`config.mk`:
```
export PLATFORM = sky130hd
export DESIGN_NAME = bb3_lane
export DESIGN_NICKNAME = d
export VERILOG_FILES = /design/src/rtl/core/bb3_pkg.sv /design/src/rtl/core/bb3_lane.sv
export SDC_FILE = /design/constraint.sdc
export NUM_CORES = 1
export LEC_CHECK = 0
export BUFFER_PORTS_ARGS = -buffer_cell sky130_fd_sc_hd__buf_2
export CAP_MARGIN = 15
export CORE_ASPECT_RATIO = 0.9
export CORE_UTILIZATION = 55
export CTS_CLUSTER_SIZE = 24
export DETAILED_ROUTE_END_ITERATION = 10
export PLACE_DENSITY = 0.8
export SETUP_SLACK_MARGIN = 0.5
export SLEW_MARGIN = 20
export SYNTH_ARGS = -nofsm -noshare
export SYNTH_HDL_FRONTEND = slang
export SYNTH_SLANG_ARGS = --single-unit
```
`constraint.sdc`:
```
create_clock -name clk_i -period 6.41 [get_ports clk_i]
set_input_delay 0.3205 -clock clk_i [delete_from_list [all_inputs] [get_ports clk_i]]
set_output_delay 0.3205 -clock clk_i [all_outputs]
set_load 0.01 [all_outputs]
```
`src/rtl/core/bb3_pkg.sv`:
```
package bb3_pkg;

  // register indexes on the configuration port
  localparam logic REG_IMAGE_WIDTH  = 1'b0;
  localparam logic REG_IMAGE_HEIGHT = 1'b1;

  localparam logic [11:0] IMAGE_WIDTH_RESET  = 12'd640;
  localparam logic [11:0] IMAGE_HEIGHT_RESET = 12'd480;
  localparam logic [11:0] GEOM_MIN           = 12'd3;

  // sum / 9 == (sum * 7282) >> 16 for every sum of nine bytes
  localparam logic [12:0] RECIP_NINE  = 13'd7282;
  localparam int unsigned RECIP_SHIFT = 16;

  // channel codes, one lane each
  localparam logic [1:0] CH_BLUE  = 2'd0;
  localparam logic [1:0] CH_GREEN = 2'd1;
  localparam logic [1:0] CH_RED   = 2'd2;
  localparam int unsigned NUM_CH  = 3;

  typedef struct packed {
    logic       start_of_frame;
    logic [7:0] in_blue;
    logic [7:0] in_green;
    logic [7:0] in_red;
  } in_t;

  typedef struct packed {
    logic [11:0] out_row;
    logic [10:0] out_col;
    logic [7:0]  out_blue;
    logic [7:0]  out_green;
    logic [7:0]  out_red;
    logic        last_in_run;
  } out_t;

  typedef struct packed {
    logic [7:0] red;
    logic [7:0] green;
    logic [7:0] blue;
  } pixel_t;

  // one window column: rows r-2, r-1, r
  typedef struct packed {
    pixel_t top;
    pixel_t mid;
    pixel_t bot;
  } wcol_t;

  // one line store entry: rows r-2 and r-1 at a column
  typedef struct packed {
    pixel_t older;
    pixel_t newer;
  } line_pair_t;

  // pixel in flight with its output tags
  typedef struct packed {
    logic        blur;
    logic        border;
    logic [11:0] row;
    logic [10:0] col;
    pixel_t      px;
  } job_t;

  typedef struct packed {
    logic sum_en;
    logic quo_en;
  } lane_ctl_t;

  function automatic logic [7:0] chan_of(pixel_t p, logic [1:0] ch);
    logic [7:0] v;
    case (ch)
      CH_BLUE:  v = p.blue;
      CH_GREEN: v = p.green;
      CH_RED:   v = p.red;
      default:  v = p.blue;
    endcase
    return v;
  endfunction

endpackage

```
`src/rtl/core/bb3_lane.sv`:
```
module bb3_lane (
  input  logic               clk_i,
  input  bb3_pkg::lane_ctl_t ctl_i,
  input  logic [8:0][7:0]    taps_i,
  output logic [7:0]         quo_o
);

  logic [11:0] sum_d;
  logic [11:0] sum_q;
  logic [24:0] prod;
  logic [7:0]  quo_q;

  always_comb begin
    sum_d = '0;
    for (int i = 0; i < 9; i++) begin
      sum_d = sum_d + 12'(taps_i[i]);
    end
  end

  assign prod = 25'(sum_q) * 25'(bb3_pkg::RECIP_NINE);

  always_ff @(posedge clk_i) begin
    if (ctl_i.sum_en) begin
      sum_q <= sum_d;
    end
    if (ctl_i.quo_en) begin
      quo_q <= prod[bb3_pkg::RECIP_SHIFT +: 8];
    end
  end

  assign quo_o = quo_q;

endmodule

```
==> impl_metrics.env, run 1 <==
export IMPL_crit_path_end_kind="register"
export IMPL_fin_crit_ps=4980
export IMPL_yosys_top_cells_area="fa_1, ha_1, edfxtp_1"
export IMPL_track_usage_pct=20.2
export IMPL_maxSlewHeadroom_pct=60.8
export IMPL_cp_depth=18
export IMPL_die_area_mm2=0.00822
export IMPL_yosys_register_bits=20
export IMPL_max_freq_mhz=201
export IMPL_clk_path_buf_depth=2
export IMPL_worstHoldPathType="primary input to register"
export IMPL_die_height_um=86.1
export IMPL_numClockSinks=20
export IMPL_worstPathMaxFanout=4
export IMPL_synth_seq_area_share_pct=13.9
export IMPL_n_antenna_cell=0
export IMPL_detail_route_wl_per_cell_um=13.2
export IMPL_nets=726
export IMPL_yosysTopAreaCellShare_pct=38.4
export IMPL_worstMarginPinSlew_ps=582
export IMPL_syn_inst=402
export IMPL_multi_input_area_mm2=0.00326
export IMPL_start_util_pct=57.0
export IMPL_setup_tns_ps=0
export IMPL_ys_types=31
export IMPL_clkSlewWorstSetupHoldPaths_ps=80
export IMPL_worst_setup_path_type="register to register"
export IMPL_syn_nets=640
export IMPL_cts_tree="done"
export IMPL_synthFlopType="edfxtp_1"
export IMPL_vias_per_cell=5.08
export IMPL_synth_edf_count=20
export IMPL_placed_cells=579
export IMPL_regArea_um2=601
export IMPL_wirelength_um=7700
export IMPL_path_cells="inv_1, fa_1, inv_1, ha_1, inv_1, fa_1, inv_1, fa_1, inv_1, fa_1, inv_1, ha_1, nand2_1, o21ai_0, a21oi_1, o21ai_0, a2111o_1, o2111ai_1"
export IMPL_rsz0062_at_grt="no"
export IMPL_drv_slew=0
export IMPL_synth_largest_area_cell="fa_1"
export IMPL_ys_warn_count=0
export IMPL_syn_avg_cell_area_um2=10.8
export IMPL_grt_pass1_vias=3045
export IMPL_place_congestion=0.909
export IMPL_cts_hold_buf=0
export IMPL_max_stage_delay_ps=540
export IMPL_arrival_ps=4990
export IMPL_worst_path_max_delay_cell="fa_1"
export IMPL_crit_family="adder cells"
export IMPL_grt_max_degree=13
export IMPL_synthArstFlopShare_pct=0
export IMPL_worstHoldStart="ctl_i[0]"
export IMPL_clock_root_buffer="clkbuf_8"
export IMPL_route_vias_total=2959
export IMPL_hpwl_um=7090
export IMPL_core_area_mm2=0.00758
export IMPL_drv_cap=0
export IMPL_drtAntennaViolNets=0
export IMPL_grt_overflow_total=0
export IMPL_r2r_start="sum_q[3]$_DFFE_PP_"
export IMPL_port_buffers=82
export IMPL_clk_latency_ps=260
export IMPL_fillers=599
export IMPL_num_rows=30
export IMPL_drt_initial_drc_count=81
export IMPL_finalInstanceArea_mm2=0.00492
export IMPL_drive_gt1_share_pct=18.3
export IMPL_reg2reg_slack_ps=1430
export IMPL_grt_pass1_wl_um=12800
export IMPL_drtPass1Iterations=4
export IMPL_final_setup_viol_count=0
export IMPL_critPathLaunch="sum_q[3]$_DFFE_PP_"
export IMPL_antenna_found_initial=0
export IMPL_io_pin_count=83
export IMPL_cts_setup_buffers=0
export IMPL_synth_area_mm2=0.00433
export IMPL_syn_to_final_growth_pct=13.8
export IMPL_final_cells=583
export IMPL_cts_buffers=3
export IMPL_drcViolationCount=0
export IMPL_placed_area_mm2=0.00485
export IMPL_post_route_period_util_pct=77.7
export IMPL_crit_required_ps=6410
export IMPL_cts_max_level=1
export IMPL_die_w_um=95.5
export IMPL_status="finished, final reports clean"
export IMPL_ctsResizeCount=0
export IMPL_path_common_cell="inv_1"
export IMPL_r2r_worst_path_cells=18
export IMPL_r2r_end="quo_o[5]$_DFFE_PP_"
export IMPL_crit_end="quo_o[5]$_DFFE_PP_"
export IMPL_hold_viol_final=0
export IMPL_finalClockSkew_ps=1.78
export IMPL_crit_path_start_kind="register"
export IMPL_cp_num_buf_inv=6
[layer usage]
| layer | global-route usage (%) | part of all wire (%) | vias to the layer above |
|---|---|---|---|
| li1 | - | - | 1433 |
| met1 | 27.9 | 42 | 1462 |
| met2 | 35.5 | 53 | 57 |
| met3 | 1.33 | 3.6 | 7 |
| met4 | 3.26 | 0.95 | 0 |
| met5 | 0 | 0 | - |
[cell usage after synthesis (all sizes together) (2+ instances only)]
cell and number:
a211oi 2, a21boi 2, a21o 3, a21oi 16
edfxtp 20, fa 83, ha 80, inv 123
nand2 9, nand4 4, nor2 12, nor2b 3
nor3 3, o211ai 3, o21ai 10, xnor2 13
xor2 4
[cells by family after synthesis]
logic type	Yosys count	synth area share, %
AO/OA/AOI/OAI	45	6.86
XOR/XNOR	17	3.44
AND/OR/NAND/NOR	33	3.50
buffers and inverters	124	10.8
adder cells (fa/ha/maj)	163	61.6
flip-flops	20	13.9
[registers in the layout, summed over array words and instances, names as in the netlist]
| signal | flops |
|---|---|
| sum_q | 12 |
| quo_o | 8 |
[worst min-delay path by stage]
stage,depth (start not counted),end,slack [ps]
final,1,quo_o[4]$_DFFE_PP_,410
after global routing,1,quo_o[3]$_DFFE_PP_,420
after CTS,1,quo_o[4]$_DFFE_PP_,410
after detailed placement,1,quo_o[3]$_DFFE_PP_,680
after global placement,1,quo_o[4]$_DFFE_PP_,670
after floorplan,0,quo_o[0]$_DFFE_PP_,430
[metrics by stage]
stage	util (%)	worst slack (ps)	hold slack, ps
after floorplan	-	1690	433
after global routing	64.9	1180	415
after global placement	64.0	1580	666
after CTS	64.9	1440	410
after detailed placement	64.0	1460	680
final	64.9	1430	406
[area by class of cell]
cell class                 instances  area share (%)
multi-input combinational        258            66.2
sequential                        20            12.2
inverter                         123            9.38
timing repair buffer              82            8.34
tap                               96            2.44
clock buffer                       3           0.839
clock inverter                     1           0.610
[cells in the final DEF, fill, tap and decap left out, types with 2 or more instances in the layout]
| cell | instances |
|---|---|
| a21boi_0 | 2 |
| nor2_1 | 12 |
| nand2_1 | 9 |
| o21ai_0 | 10 |
| fa_1 | 83 |
| buf_2 | 82 |
| nor2b_1 | 3 |
| o211ai_1 | 2 |
| a211oi_1 | 2 |
| nor3_1 | 3 |
| xnor2_1 | 13 |
| ha_1 | 80 |
| xor2_1 | 4 |
| a21oi_1 | 15 |
| inv_1 | 123 |
| edfxtp_1 | 20 |
| a21o_1 | 3 |
| clkbuf_8 | 3 |
| nand4_1 | 4 |
Power of run 1 is not shown: default switching activity piles up to over one toggle a cycle in this logic, so the estimate is an artifact.
==> run 2, diff against run 1 <==
CORE_UTILIZATION = 52   (was 55)
clock period = 4.1 ns   (was 6.41 ns; I/O delays follow)
==> impl_metrics.env, run 2 (synthesis gave the netlist of run 1 again) <==
export IMPL_status="finished, violations left"
export IMPL_violations="negative setup slack"
export IMPL_hold_depth=1
export IMPL_drv_cap=0
export IMPL_fin_crit_ps=4570
export IMPL_worst_path_max_delay_cell="fa_1"
export IMPL_crit_path_end_kind="register"
export IMPL_drtPass1Iterations=4
export IMPL_route_vias_total=3290
export IMPL_arrival_ps=4590
export IMPL_place_congestion=0.903
export IMPL_grt_overflow_total=0
export IMPL_antenna_found_initial=0
export IMPL_clk_path_buf_depth=2
export IMPL_cts_buffers=3
export IMPL_r2r_start="sum_q[2]$_DFFE_PP_"
export IMPL_crit_path_start_kind="register"
export IMPL_layout_common_cells="inv_1, buf_2, fa_1"
export IMPL_die_w_um=98.1
export IMPL_io_pin_count=83
export IMPL_cts_tree="done"
export IMPL_drtAntennaViolNets=0
export IMPL_worstPathMaxFanout=3
export IMPL_worstMarginPinSlew_ps=322
export IMPL_drive_gt1_share_pct=35.7
export IMPL_clock_root_buffer="clkbuf_8"
export IMPL_start_util_pct=53.6
export IMPL_num_rows=31
export IMPL_syn_to_final_growth_pct=31.2
export IMPL_wirelength_um=9330
export IMPL_drt_initial_drc_count=97
export IMPL_finalInstanceArea_mm2=0.00568
export IMPL_finalClockSkew_ps=11.0
export IMPL_hpwl_um=7600
export IMPL_fillers=563
export IMPL_die_height_um=88.5
export IMPL_path_cells="inv_2, fa_1, inv_2, ha_4, inv_2, fa_1, inv_1, fa_1, inv_1, fa_1, inv_2, ha_4, a211o_1, o211ai_2, a21oi_2, a311o_2, a21oi_2, xnor2_1"
export IMPL_worstHoldPathType="primary input to register"
export IMPL_regMostFlops="sum_q"
export IMPL_max_stage_delay_ps=550
export IMPL_core_area_mm2=0.00807
export IMPL_clk_latency_ps=270
export IMPL_numClockSinks=20
export IMPL_grt_pass1_wl_um=14700
export IMPL_grt_pass1_vias=3352
export IMPL_worstHoldStart="ctl_i[0]"
export IMPL_largest_reg_flops=12
export IMPL_clkSlewWorstSetupHoldPaths_ps=90
export IMPL_track_usage_pct=21.3
export IMPL_detail_route_wl_per_cell_um=14.6
export IMPL_r2r_end="quo_o[2]$_DFFE_PP_"
export IMPL_max_freq_mhz=219
export IMPL_vias_per_cell=5.14
export IMPL_nets=780
export IMPL_setup_slack_ps=-475
export IMPL_final_setup_viol_count=8
export IMPL_rsz0062_at_grt="yes"
export IMPL_placed_area_mm2=0.00526
export IMPL_critPathLaunch="sum_q[2]$_DFFE_PP_"
export IMPL_r2r_worst_path_cells=18
export IMPL_maxSlewHeadroom_pct=78.4
export IMPL_grt_max_degree=13
export IMPL_final_common_cell="inv_1"
export IMPL_hold_viol_final=0
export IMPL_die_area_mm2=0.00869
export IMPL_crit_required_ps=4120
export IMPL_drcViolationCount=0
export IMPL_n_antenna_cell=0
export IMPL_cts_max_level=1
export IMPL_reg2reg_slack_ps=-470
export IMPL_drv_slew=0
export IMPL_port_buffers=82
export IMPL_setup_tns_ps=-3130
export IMPL_post_route_period_util_pct=112
export IMPL_min_to="quo_o[4]$_DFFE_PP_"
export IMPL_worst_setup_path_type="register to register"
==> run 2: critical path, delay by kind of cell, from the launching register on <==
family,cells,cell delay [ps]
adder cells (fa/ha/maj),6,2480
AO/OA/AOI/OAI,5,1050
flip-flops,1,380
buffers and inverters,6,320
XOR/XNOR,1,80
==> run 2: worst max-delay path by stage <==
stage / slack (ps) / endpoint
after floorplan: -370 / quo_o[2]$_DFFE_PP_
after global placement: -440 / quo_o[2]$_DFFE_PP_
after detailed placement: -540 / quo_o[2]$_DFFE_PP_
after CTS: -430 / quo_o[2]$_DFFE_PP_
after global routing: -630 / quo_o[7]$_DFFE_PP_
final: -470 / quo_o[2]$_DFFE_PP_
==> run 2: layout make-up <==
cell class,count,area (µm²),share of cell area (%)
multi-input combinational,258,3530,62.2
timing repair buffer,136,866,15.3
sequential,20,601,10.6
inverter,123,482,8.49
tap,99,124,2.18
clock buffer,3,41.3,0.727
clock inverter,1,30.0,0.529
==> run 2: routing by layer <==
| layer | vias to the layer above | share of wire (%) | global-route usage, % |
|---|---|---|---|
| li1 | 1540 | - | - |
| met1 | 1648 | 42 | 28.1 |
| met2 | 87 | 53 | 39.0 |
| met3 | 15 | 3.5 | 1.90 |
| met4 | 0 | 1.6 | 4.61 |
| met5 | - | 0 | 0 |
==> run 2: timing repair <==
| action | 4_1_cts | 5_1_grt |
|---|---|---|
| hold buffers | 0 | 0 |
| endpoints found under the hold margin | 0 | 0 |
| setup buffers | 7 | 5 |
| pin swaps | 40 | 17 |
| gates resized for setup | 25 | 30 |
| endpoints found under the setup margin | 12 | 14 |
==> run 2: metrics by stage <==
step / hold slack (ps) / cells / util [%] / setup slack [ps]
2_1_floorplan: 317 / 402 / - / -369
3_3_place_gp: 547 / 624 / 65.2 / -436
3_5_place_dp: 566 / 624 / 65.2 / -543
4_1_cts: 292 / 635 / 68.1 / -434
5_1_grt: 296 / 640 / 70.4 / -635
6_report: 295 / 640 / 70.4 / -475
Power of run 2 is left out for the same reason.
