--- src/rtl/core/bb3_pkg.sv ---
package bb3_pkg;

  // register indexes on the configuration port
  localparam logic REG_IMAGE_WIDTH  = 1'b0;
  localparam logic REG_IMAGE_HEIGHT = 1'b1;

  localparam logic [11:0] IMAGE_WIDTH_RESET  = 12'd640;
  localparam logic [11:0] IMAGE_HEIGHT_RESET = 12'd480;
  localparam logic [11:0] GEOM_MIN           = 12'd3;

  // sum / 9 == (sum * 7282) >> 16 for every sum of nine bytes
  localparam logic [12:0] RECIP_NINE  = 13'd7282;
  localparam int unsigned RECIP_SHIFT = 16;

  // channel codes, one lane each
  localparam logic [1:0] CH_BLUE  = 2'd0;
  localparam logic [1:0] CH_GREEN = 2'd1;
  localparam logic [1:0] CH_RED   = 2'd2;
  localparam int unsigned NUM_CH  = 3;

  typedef struct packed {
    logic       start_of_frame;
    logic [7:0] in_blue;
    logic [7:0] in_green;
    logic [7:0] in_red;
  } in_t;

  typedef struct packed {
    logic [11:0] out_row;
    logic [10:0] out_col;
    logic [7:0]  out_blue;
    logic [7:0]  out_green;
    logic [7:0]  out_red;
    logic        last_in_run;
  } out_t;

  typedef struct packed {
    logic [7:0] red;
    logic [7:0] green;
    logic [7:0] blue;
  } pixel_t;

  // one window column: rows r-2, r-1, r
  typedef struct packed {
    pixel_t top;
    pixel_t mid;
    pixel_t bot;
  } wcol_t;

  // one line store entry: rows r-2 and r-1 at a column
  typedef struct packed {
    pixel_t older;
    pixel_t newer;
  } line_pair_t;

  // pixel in flight with its output tags
  typedef struct packed {
    logic        blur;
    logic        border;
    logic [11:0] row;
    logic [10:0] col;
    pixel_t      px;
  } job_t;

  typedef struct packed {
    logic sum_en;
    logic quo_en;
  } lane_ctl_t;

  function automatic logic [7:0] chan_of(pixel_t p, logic [1:0] ch);
    logic [7:0] v;
    case (ch)
      CH_BLUE:  v = p.blue;
      CH_GREEN: v = p.green;
      CH_RED:   v = p.red;
      default:  v = p.blue;
    endcase
    return v;
  endfunction

endpackage

--- src/rtl/core/bb3_merge.sv ---
module bb3_merge (
  input  logic            clk_i,
  input  logic            rst_ni,
  input  logic            load_i,
  input  bb3_pkg::job_t   job_i,
  input  bb3_pkg::pixel_t blur_px_i,
  output logic            job_ready_o,
  output logic            out_valid_o,
  input  logic            out_ready_i,
  output bb3_pkg::out_t   out_data_o
);

  bb3_pkg::job_t job_q;
  logic          pend_blur_q;
  logic          pend_border_q;
  logic          last_beat;

  assign out_valid_o = pend_blur_q | pend_border_q;
  assign last_beat   = ~(pend_blur_q & pend_border_q);
  assign job_ready_o = ~out_valid_o | (out_ready_i & last_beat);

  // blurred neighbour first, then the pass-through border pixel
  always_comb begin
    out_data_o.last_in_run = last_beat;
    if (pend_blur_q) begin
      out_data_o.out_row   = job_q.row - 12'd1;
      out_data_o.out_col   = job_q.col - 11'd1;
      out_data_o.out_blue  = blur_px_i.blue;
      out_data_o.out_green = blur_px_i.green;
      out_data_o.out_red   = blur_px_i.red;
    end else begin
      out_data_o.out_row   = job_q.row;
      out_data_o.out_col   = job_q.col;
      out_data_o.out_blue  = job_q.px.blue;
      out_data_o.out_green = job_q.px.green;
      out_data_o.out_red   = job_q.px.red;
    end
  end

  always_ff @(posedge clk_i or negedge rst_ni) begin
    if (!rst_ni) begin
      pend_blur_q   <= 1'b0;
      pend_border_q <= 1'b0;
    end else if (load_i) begin
      pend_blur_q   <= job_i.blur;
      pend_border_q <= job_i.border;
    end else if (out_valid_o && out_ready_i) begin
      if (pend_blur_q) begin
        pend_blur_q <= 1'b0;
      end else begin
        pend_border_q <= 1'b0;
      end
    end
  end

  always_ff @(posedge clk_i) begin
    if (load_i) begin
      job_q <= job_i;
    end
  end

endmodule

--- config.mk ---
export PLATFORM = sky130hd
export DESIGN_NAME = bb3_merge
export DESIGN_NICKNAME = d
export VERILOG_FILES = /design/src/rtl/core/bb3_pkg.sv /design/src/rtl/core/bb3_merge.sv
export SDC_FILE = /design/constraint.sdc
export NUM_CORES = 1
export LEC_CHECK = 0
export BUFFER_PORTS_ARGS = -buffer_cell sky130_fd_sc_hd__clkbuf_2
export CORE_MARGIN = 1.5
export CORE_UTILIZATION = 45
export CTS_CLUSTER_SIZE = 10
export DETAILED_ROUTE_END_ITERATION = 6
export PLACE_DENSITY = 0.86
export SETUP_SLACK_MARGIN = 0.2
export SYNTH_ARGS = -nofsm -noshare
export SYNTH_HDL_FRONTEND = slang
export SYNTH_SLANG_ARGS = --single-unit
--- constraint.sdc ---
create_clock -name clk_i -period 3.35 [get_ports clk_i]
set_input_delay 1.005 -clock clk_i [delete_from_list [all_inputs] [get_ports clk_i]]
set_output_delay 1.005 -clock clk_i [all_outputs]
set_load 0.05 [all_outputs]
==> results of run 1 <==
-- Yosys cell counts, types with 2 or more instances --
library cell,number
nor3b_2,2
nor2_1,5
xor2_1,10
o21ai_0,2
edfxtp_1,47
buf_2,4
nand3b_1,2
xnor2_1,11
mux2_2,24
nor3_1,3
nand3_1,3
nor4_4,2
dfrtp_1,2
ha_1,2
nor4b_4,2
inv_1,7
nand2_1,9
-- through the flow --
| step | cells | area, sq um |
|---|---|---|
| 4_1_cts | 345 | 3118 |
| 6_report | 345 | 3119 |
| 5_1_grt | 345 | 3119 |
| 3_3_place_gp | 337 | 3007 |
| 2_1_floorplan | 147 | 2292 |
| 3_5_place_dp | 337 | 3007 |
-- final timing paths --
kind | startpoint | end | slack, ns | cells past startpoint
worst max register to register | pend_blur_q | pend_blur_q | 2.27 | 2
worst max-delay path | job_q[35] | out_data_o[46] | 0.39 | 6
worst min register to register | pend_border_q | pend_border_q | 0.59 | 2
max in group asynchronous | rst_ni | pend_blur_q | 2.76 | 1
min in group clk_i | pend_border_q | pend_border_q | 0.59 | 2
worst min-delay path | rst_ni | pend_border_q | 0.48 | 1
-- layer usage --
metal | up-vias | global-route usage | routed length (um)
li1 | 796 | - | -
met1 | 723 | 0.1844 | 1749
met2 | 90 | 0.3085 | 2447
met3 | 7 | 0.08130 | 498
met4 | 0 | 0.06061 | 78
met5 | - | 0 | 0
-- kinds of logic (layout without fill, tap and decap cells) --
family / after synthesis / after routing / synth area share
flip-flops: 49 / 49 / 0.6376
AND/OR/NAND/NOR: 33 / 33 / 0.1114
multiplexers: 25 / 25 / 0.1223
XOR/XNOR: 21 / 21 / 0.08024
buffers and inverters: 12 / 143 / 0.02348
AO/OA/AOI/OAI: 4 / 4 / 0.009825
adder cells (fa/ha/maj): 3 / 3 / 0.01528
-- layout make-up --
| class | count | area [sq um] |
|---|---|---|
| Clock buffer | 6 | 72.57 |
| Clock inverter | 2 | 38.79 |
| Fill cell | 380 | 1698 |
| Inverter | 7 | 26.28 |
| Multi-Input combinational cell | 86 | 777.0 |
| Sequential cell | 49 | 1463 |
| Tap cell | 67 | 83.83 |
| Timing Repair Buffer | 128 | 658.1 |
-- report_power, final --
group	switching, uW	internal [uW]
combinational	304	127
sequential	37.8	726
clock	196	224
total	537	1080
-- flip-flops by register name, indices dropped and copies added, names as in the netlist --
register / flops
pend_blur_q: 1
job_q: 47
pend_border_q: 1
-- timing repair --
action,CTS,global route
endpoints found under the setup margin,0,19
resized for setup,0,1
hold endpoints to repair,0,0
==> summary.md, run 1 <==
| Metric | Value |
|---|---|
| Status | `finished clean` |
| Layout cells sized above 1 | `0.5971` |
| First-pass GRT wire length | `6.941 mm` |
| Postcts setup bufs | `0` |
| Register area share after synthesis | `0.6376` |
| Yosys reg bits | `49` |
| EDFF count, synth | `47` |
| Num CTS Buffers | `5` |
| CP endpoint kind | `primary output` |
| Vias | `1616` |
| Tot GR Track Use | `0.1752` |
| Worst clock skew | `0.00009892 ns` |
| Syn_area_per_cell | `15.59 sq um` |
| DRT iter0 DRCs | `81` |
| Clock Path Buffers | `2` |
| Crit-path slowest cell | `edfxtp_1` |
| Worst skew pair latency | `0.29 ns` |
| Crit-path leading delay family | `simple AND/OR/NAND/NOR gates` |
| Layout area overhead | `36.08%` |
| Post-CTS Hold Buffers | `0` |
| Fin crit period | `2.961 ns` |
| Num rows | `25` |
| WS Path Type | `reg2out` |
| Pwr dens | `517.5 nW/um^2` |
| Pre-antenna DRT Iters | `4` |
| Yosys warns | `0` |
| Chip height | `74.37 um` |
| Max Slew Vio Count | `0` |
| Root buf cell | `clkbuf_8` |
| CTS tree | `yes` |
| Wire per inst | `13.83 um` |
| Buf+Inv Stages, Crit Path | `2` |
| Fmax | `0.3377 GHz` |
| Gr ovfl total | `0` |
| Post-synth cell types | `27` |
| Data required, critical path | `2.34 ns` |
| Final-report setup violation count | `0` |
| Worst slew pin tran | `0.6132 ns` |
| Vias in the first global route | `1518` |
| Worst vdd ir | `276.2 uV` |
| Slew margin rel. | `0.5912` |
| Post-Route Utilization | `0.6475` |
| Final cycle utilization of the critical path | `0.8840` |
| I/O pins | `127` |
| Worst-path clk slew | `0.08 ns` |
| H-tree Lvls | `2` |
| Cell taking the most area after synthesis | `edfxtp_1` |
| Largest net degree at the start of global routing | `29` |
| Synth Instances | `147` |
| Synth Flop Type | `edfxtp_1` |
| Pre-CTS WS | `0.5674 ns` |
| Slowest stage delay, CP | `0.46 ns` |
| Share of Yosys cell area claimed by the top area cell type | `0.6157` |
| Hold slack | `0.4786 ns` |
| Clock sinks | `49` |
| Leakage | `0.001372 uW` |
| Die X | `74.37 um` |
| Hold WC Path Type | `in2async` |
| MaxCap Viol Count | `0` |
| Drt total wl | `4.773 mm` |
| Most frequent cells in the layout | `126 x clkbuf_2, 47 x edfxtp_1, 24 x mux2_2, 11 x xnor2_1, 10 x xor2_1` |
| Power, Total | `1614 uW` |
| Final Hold Viols | `0` |
| Die area | `5531 sq um` |
| RSZ-0062 raised after global routing | `no` |
| Top cells by area, synth | `edfxtp_1 62%, mux2_2 12%, xnor2_1 4.2%` |
| Commonest non-fill, non-tap cell in the layout | `clkbuf_2` |
| Post-DP HPWL | `3.820 mm` |
| CP max FO | `4` |
| N_diodes | `0` |
| Mapped cell area | `2292 sq um` |
| Worst path arrival time | `1.96 ns` |
| Initial Util | `0.4758` |
| Setup TNS | `0 ns` |
| Final #Nets | `356` |
| Detailed-route DRC error count | `0` |
| Worst path cell trace | `inv_1, ha_1, nand3b_1, and4bb_1, xor2_1, clkbuf_2` |
| Slack of the critical path | `0.3887 ns` |
| Antenna violations before repair | `0` |
| Core ar. | `4817 sq um` |
| # port buffers | `126` |
| Syn Nets | `226` |
| Post-synth ARST share | `0.04082` |
| Number of routed nets with antenna violations | `0` |
| Final GP Congestion | `0.8135` |
| Startpoint Class | `flop` |
| DR vias/cell | `4.684` |
Note: power is estimated with default switching activity, not from simulation.
==> run 2, diff against run 1 <==
Settings changed: REMOVE_ABC_BUFFERS from default to 1.
==> run 2 against run 1 <==
Compared with the run above: clock power hardly changed; via count did not move; hold slack is essentially flat; largest power group unchanged; highest routed layer unchanged.
==> summary.md, run 2 (synthesis results as in run 1) <==
| Metric | Value |
|---|---|
| Gr ovfl total | `0` |
| First-pass GRT wire length | `7.155 mm` |
| H-tree Lvls | `2` |
| RSZ-0062 raised after global routing | `no` |
| Data required, critical path | `2.34 ns` |
| Vias in the first global route | `1615` |
| Status | `finished clean` |
| Die X | `74.37 um` |
| R2r worst-path depth | `3` |
| WS Path Type | `reg2out` |
| Num rows | `25` |
| DRT iter0 DRCs | `60` |
| Worst-path clk slew | `0.09 ns` |
| Slew margin rel. | `0.1891` |
| I/O pins | `127` |
| Clock sinks | `49` |
| CTS tree | `yes` |
| Worst path arrival time | `1.96 ns` |
| Max FFs per register | `47` |
| Clock Path Buffers | `2` |
| Worst clock skew | `0.0003943 ns` |
| Leakage | `0.001366 uW` |
| DR vias/cell | `4.684` |
| Pre-antenna DRT Iters | `3` |
| Reg with most FFs | `job_q` |
| Vias | `1616` |
| Max Slew Vio Count | `0` |
| Post-CTS Hold Buffers | `0` |
| # port buffers | `126` |
| Worst slew pin tran | `1.216 ns` |
| Worst skew pair latency | `0.29 ns` |
| Placed cell area | `2994 sq um` |
| CP endpoint kind | `primary output` |
| Largest regs | `job_q (47), pend_blur_q (1), pend_border_q (1)` |
| Initial Util | `0.4758` |
| Pwr dens | `518.2 nW/um^2` |
| Worst vdd ir | `361.5 uV` |
| Final cycle utilization of the critical path | `0.8839` |
| Die area | `5531 sq um` |
| Final Cell Area | `3110 sq um` |
| N_diodes | `0` |
| Layout cells sized above 1 | `0.6007` |
| Final GP Congestion | `0.7724` |
| Chip height | `74.37 um` |
| Slowest stage delay, CP | `0.47 ns` |
| Fmax | `0.3377 GHz` |
| Largest net degree at the start of global routing | `52` |
| Antenna violations before repair | `0` |
| Slack of the critical path | `0.3890 ns` |
| Layout area overhead | `35.70%` |
| Core ar. | `4817 sq um` |
| Pre-CTS WS | `0.6007 ns` |
| MaxCap Viol Count | `0` |
| Fin crit period | `2.961 ns` |
| Crit-path slowest cell | `edfxtp_1` |
| Post-DP HPWL | `3.816 mm` |
| Wire per inst | `13.83 um` |
| Crit-path leading delay family | `simple AND/OR/NAND/NOR gates` |
| Hold slack | `0.4786 ns` |
| Levels on crit path | `6` |
| Final #Nets | `356` |
| Startpoint Class | `flop` |
| CP max FO | `4` |
| Buf+Inv Stages, Crit Path | `2` |
| Final Hold Viols | `0` |
| Num CTS Buffers | `5` |
| Commonest non-fill, non-tap cell in the layout | `clkbuf_2` |
| Tot GR Track Use | `0.1764` |
| Root buf cell | `clkbuf_8` |
| Detailed-route DRC error count | `0` |
| Drt total wl | `4.773 mm` |
| Final-report setup violation count | `0` |
| Most frequent cells in the layout | `126 x clkbuf_2, 47 x edfxtp_1, 24 x mux2_2, 11 x xnor2_1, 10 x xor2_1` |
| Hold WC Path Type | `in2async` |
| Number of routed nets with antenna violations | `0` |
| Worst path cell trace | `inv_1, ha_1, nand3b_1, and4bb_1, xor2_1, clkbuf_2` |
-- run 2: cell types whose count changed in the layout (fill, tap and decap cells not counted), sizes merged --
cell and delta:
clkbuf -1, clkinvlp +1
-- run 2: worst register-to-register path: stages, from the launching register on --
cell     delay, ns
dfrtp_2       0.55
buf_4         0.31
o21ai_0       0.12
o21ai_0       0.14
-- run 2: report_power, final --
part	switching [uW]	internal [uW]
logic	305	126
registers	37.0	727
clock network	194	223
-- run 2: worst paths after layout --
path,start,to,slack [ns]
worst max-delay path,job_q[35],out_data_o[46],0.39
worst min-delay path,rst_ni,pend_border_q,0.48
worst max register to register,pend_blur_q,pend_border_q,2.15
worst min register to register,pend_border_q,pend_border_q,0.57
max in group asynchronous,rst_ni,pend_blur_q,2.76
min in group clk_i,pend_border_q,pend_border_q,0.57
-- run 2: final cells by class --
cell class	instances	area, sq um
Fill cell	378	1707
Sequential cell	49	1463
Multi-Input combinational cell	86	777.0
Timing Repair Buffer	128	645.6
Tap cell	67	83.83
Clock buffer	5	68.82
Clock inverter	3	46.29
Inverter	7	26.28
-- run 2: routing by layer --
metal / track usage / wire (um)
met1: 0.1865 / 1743
met3: 0.08130 / 540
met2: 0.3135 / 2452
met5: 0 / 0
met4: 0.05455 / 37
-- run 2: timing repair --
item / in CTS / in global routing
buffers inserted: 0 / 0
gates resized for setup: 0 / 1
endpoints found under the hold margin: 0 / 0
setup endpoints to repair: 0 / 11
-- run 2: through the flow --
step	std cells	setup TNS, ns	power (uW)	util
2_1_floorplan	142	-0.1649	1076	-
3_3_place_gp	337	0	1204	0.6216
3_5_place_dp	337	0	1214	0.6216
4_1_cts	345	0	1632	0.6455
5_1_grt	345	0	1679	0.6457
6_report	345	0	1612	0.6457
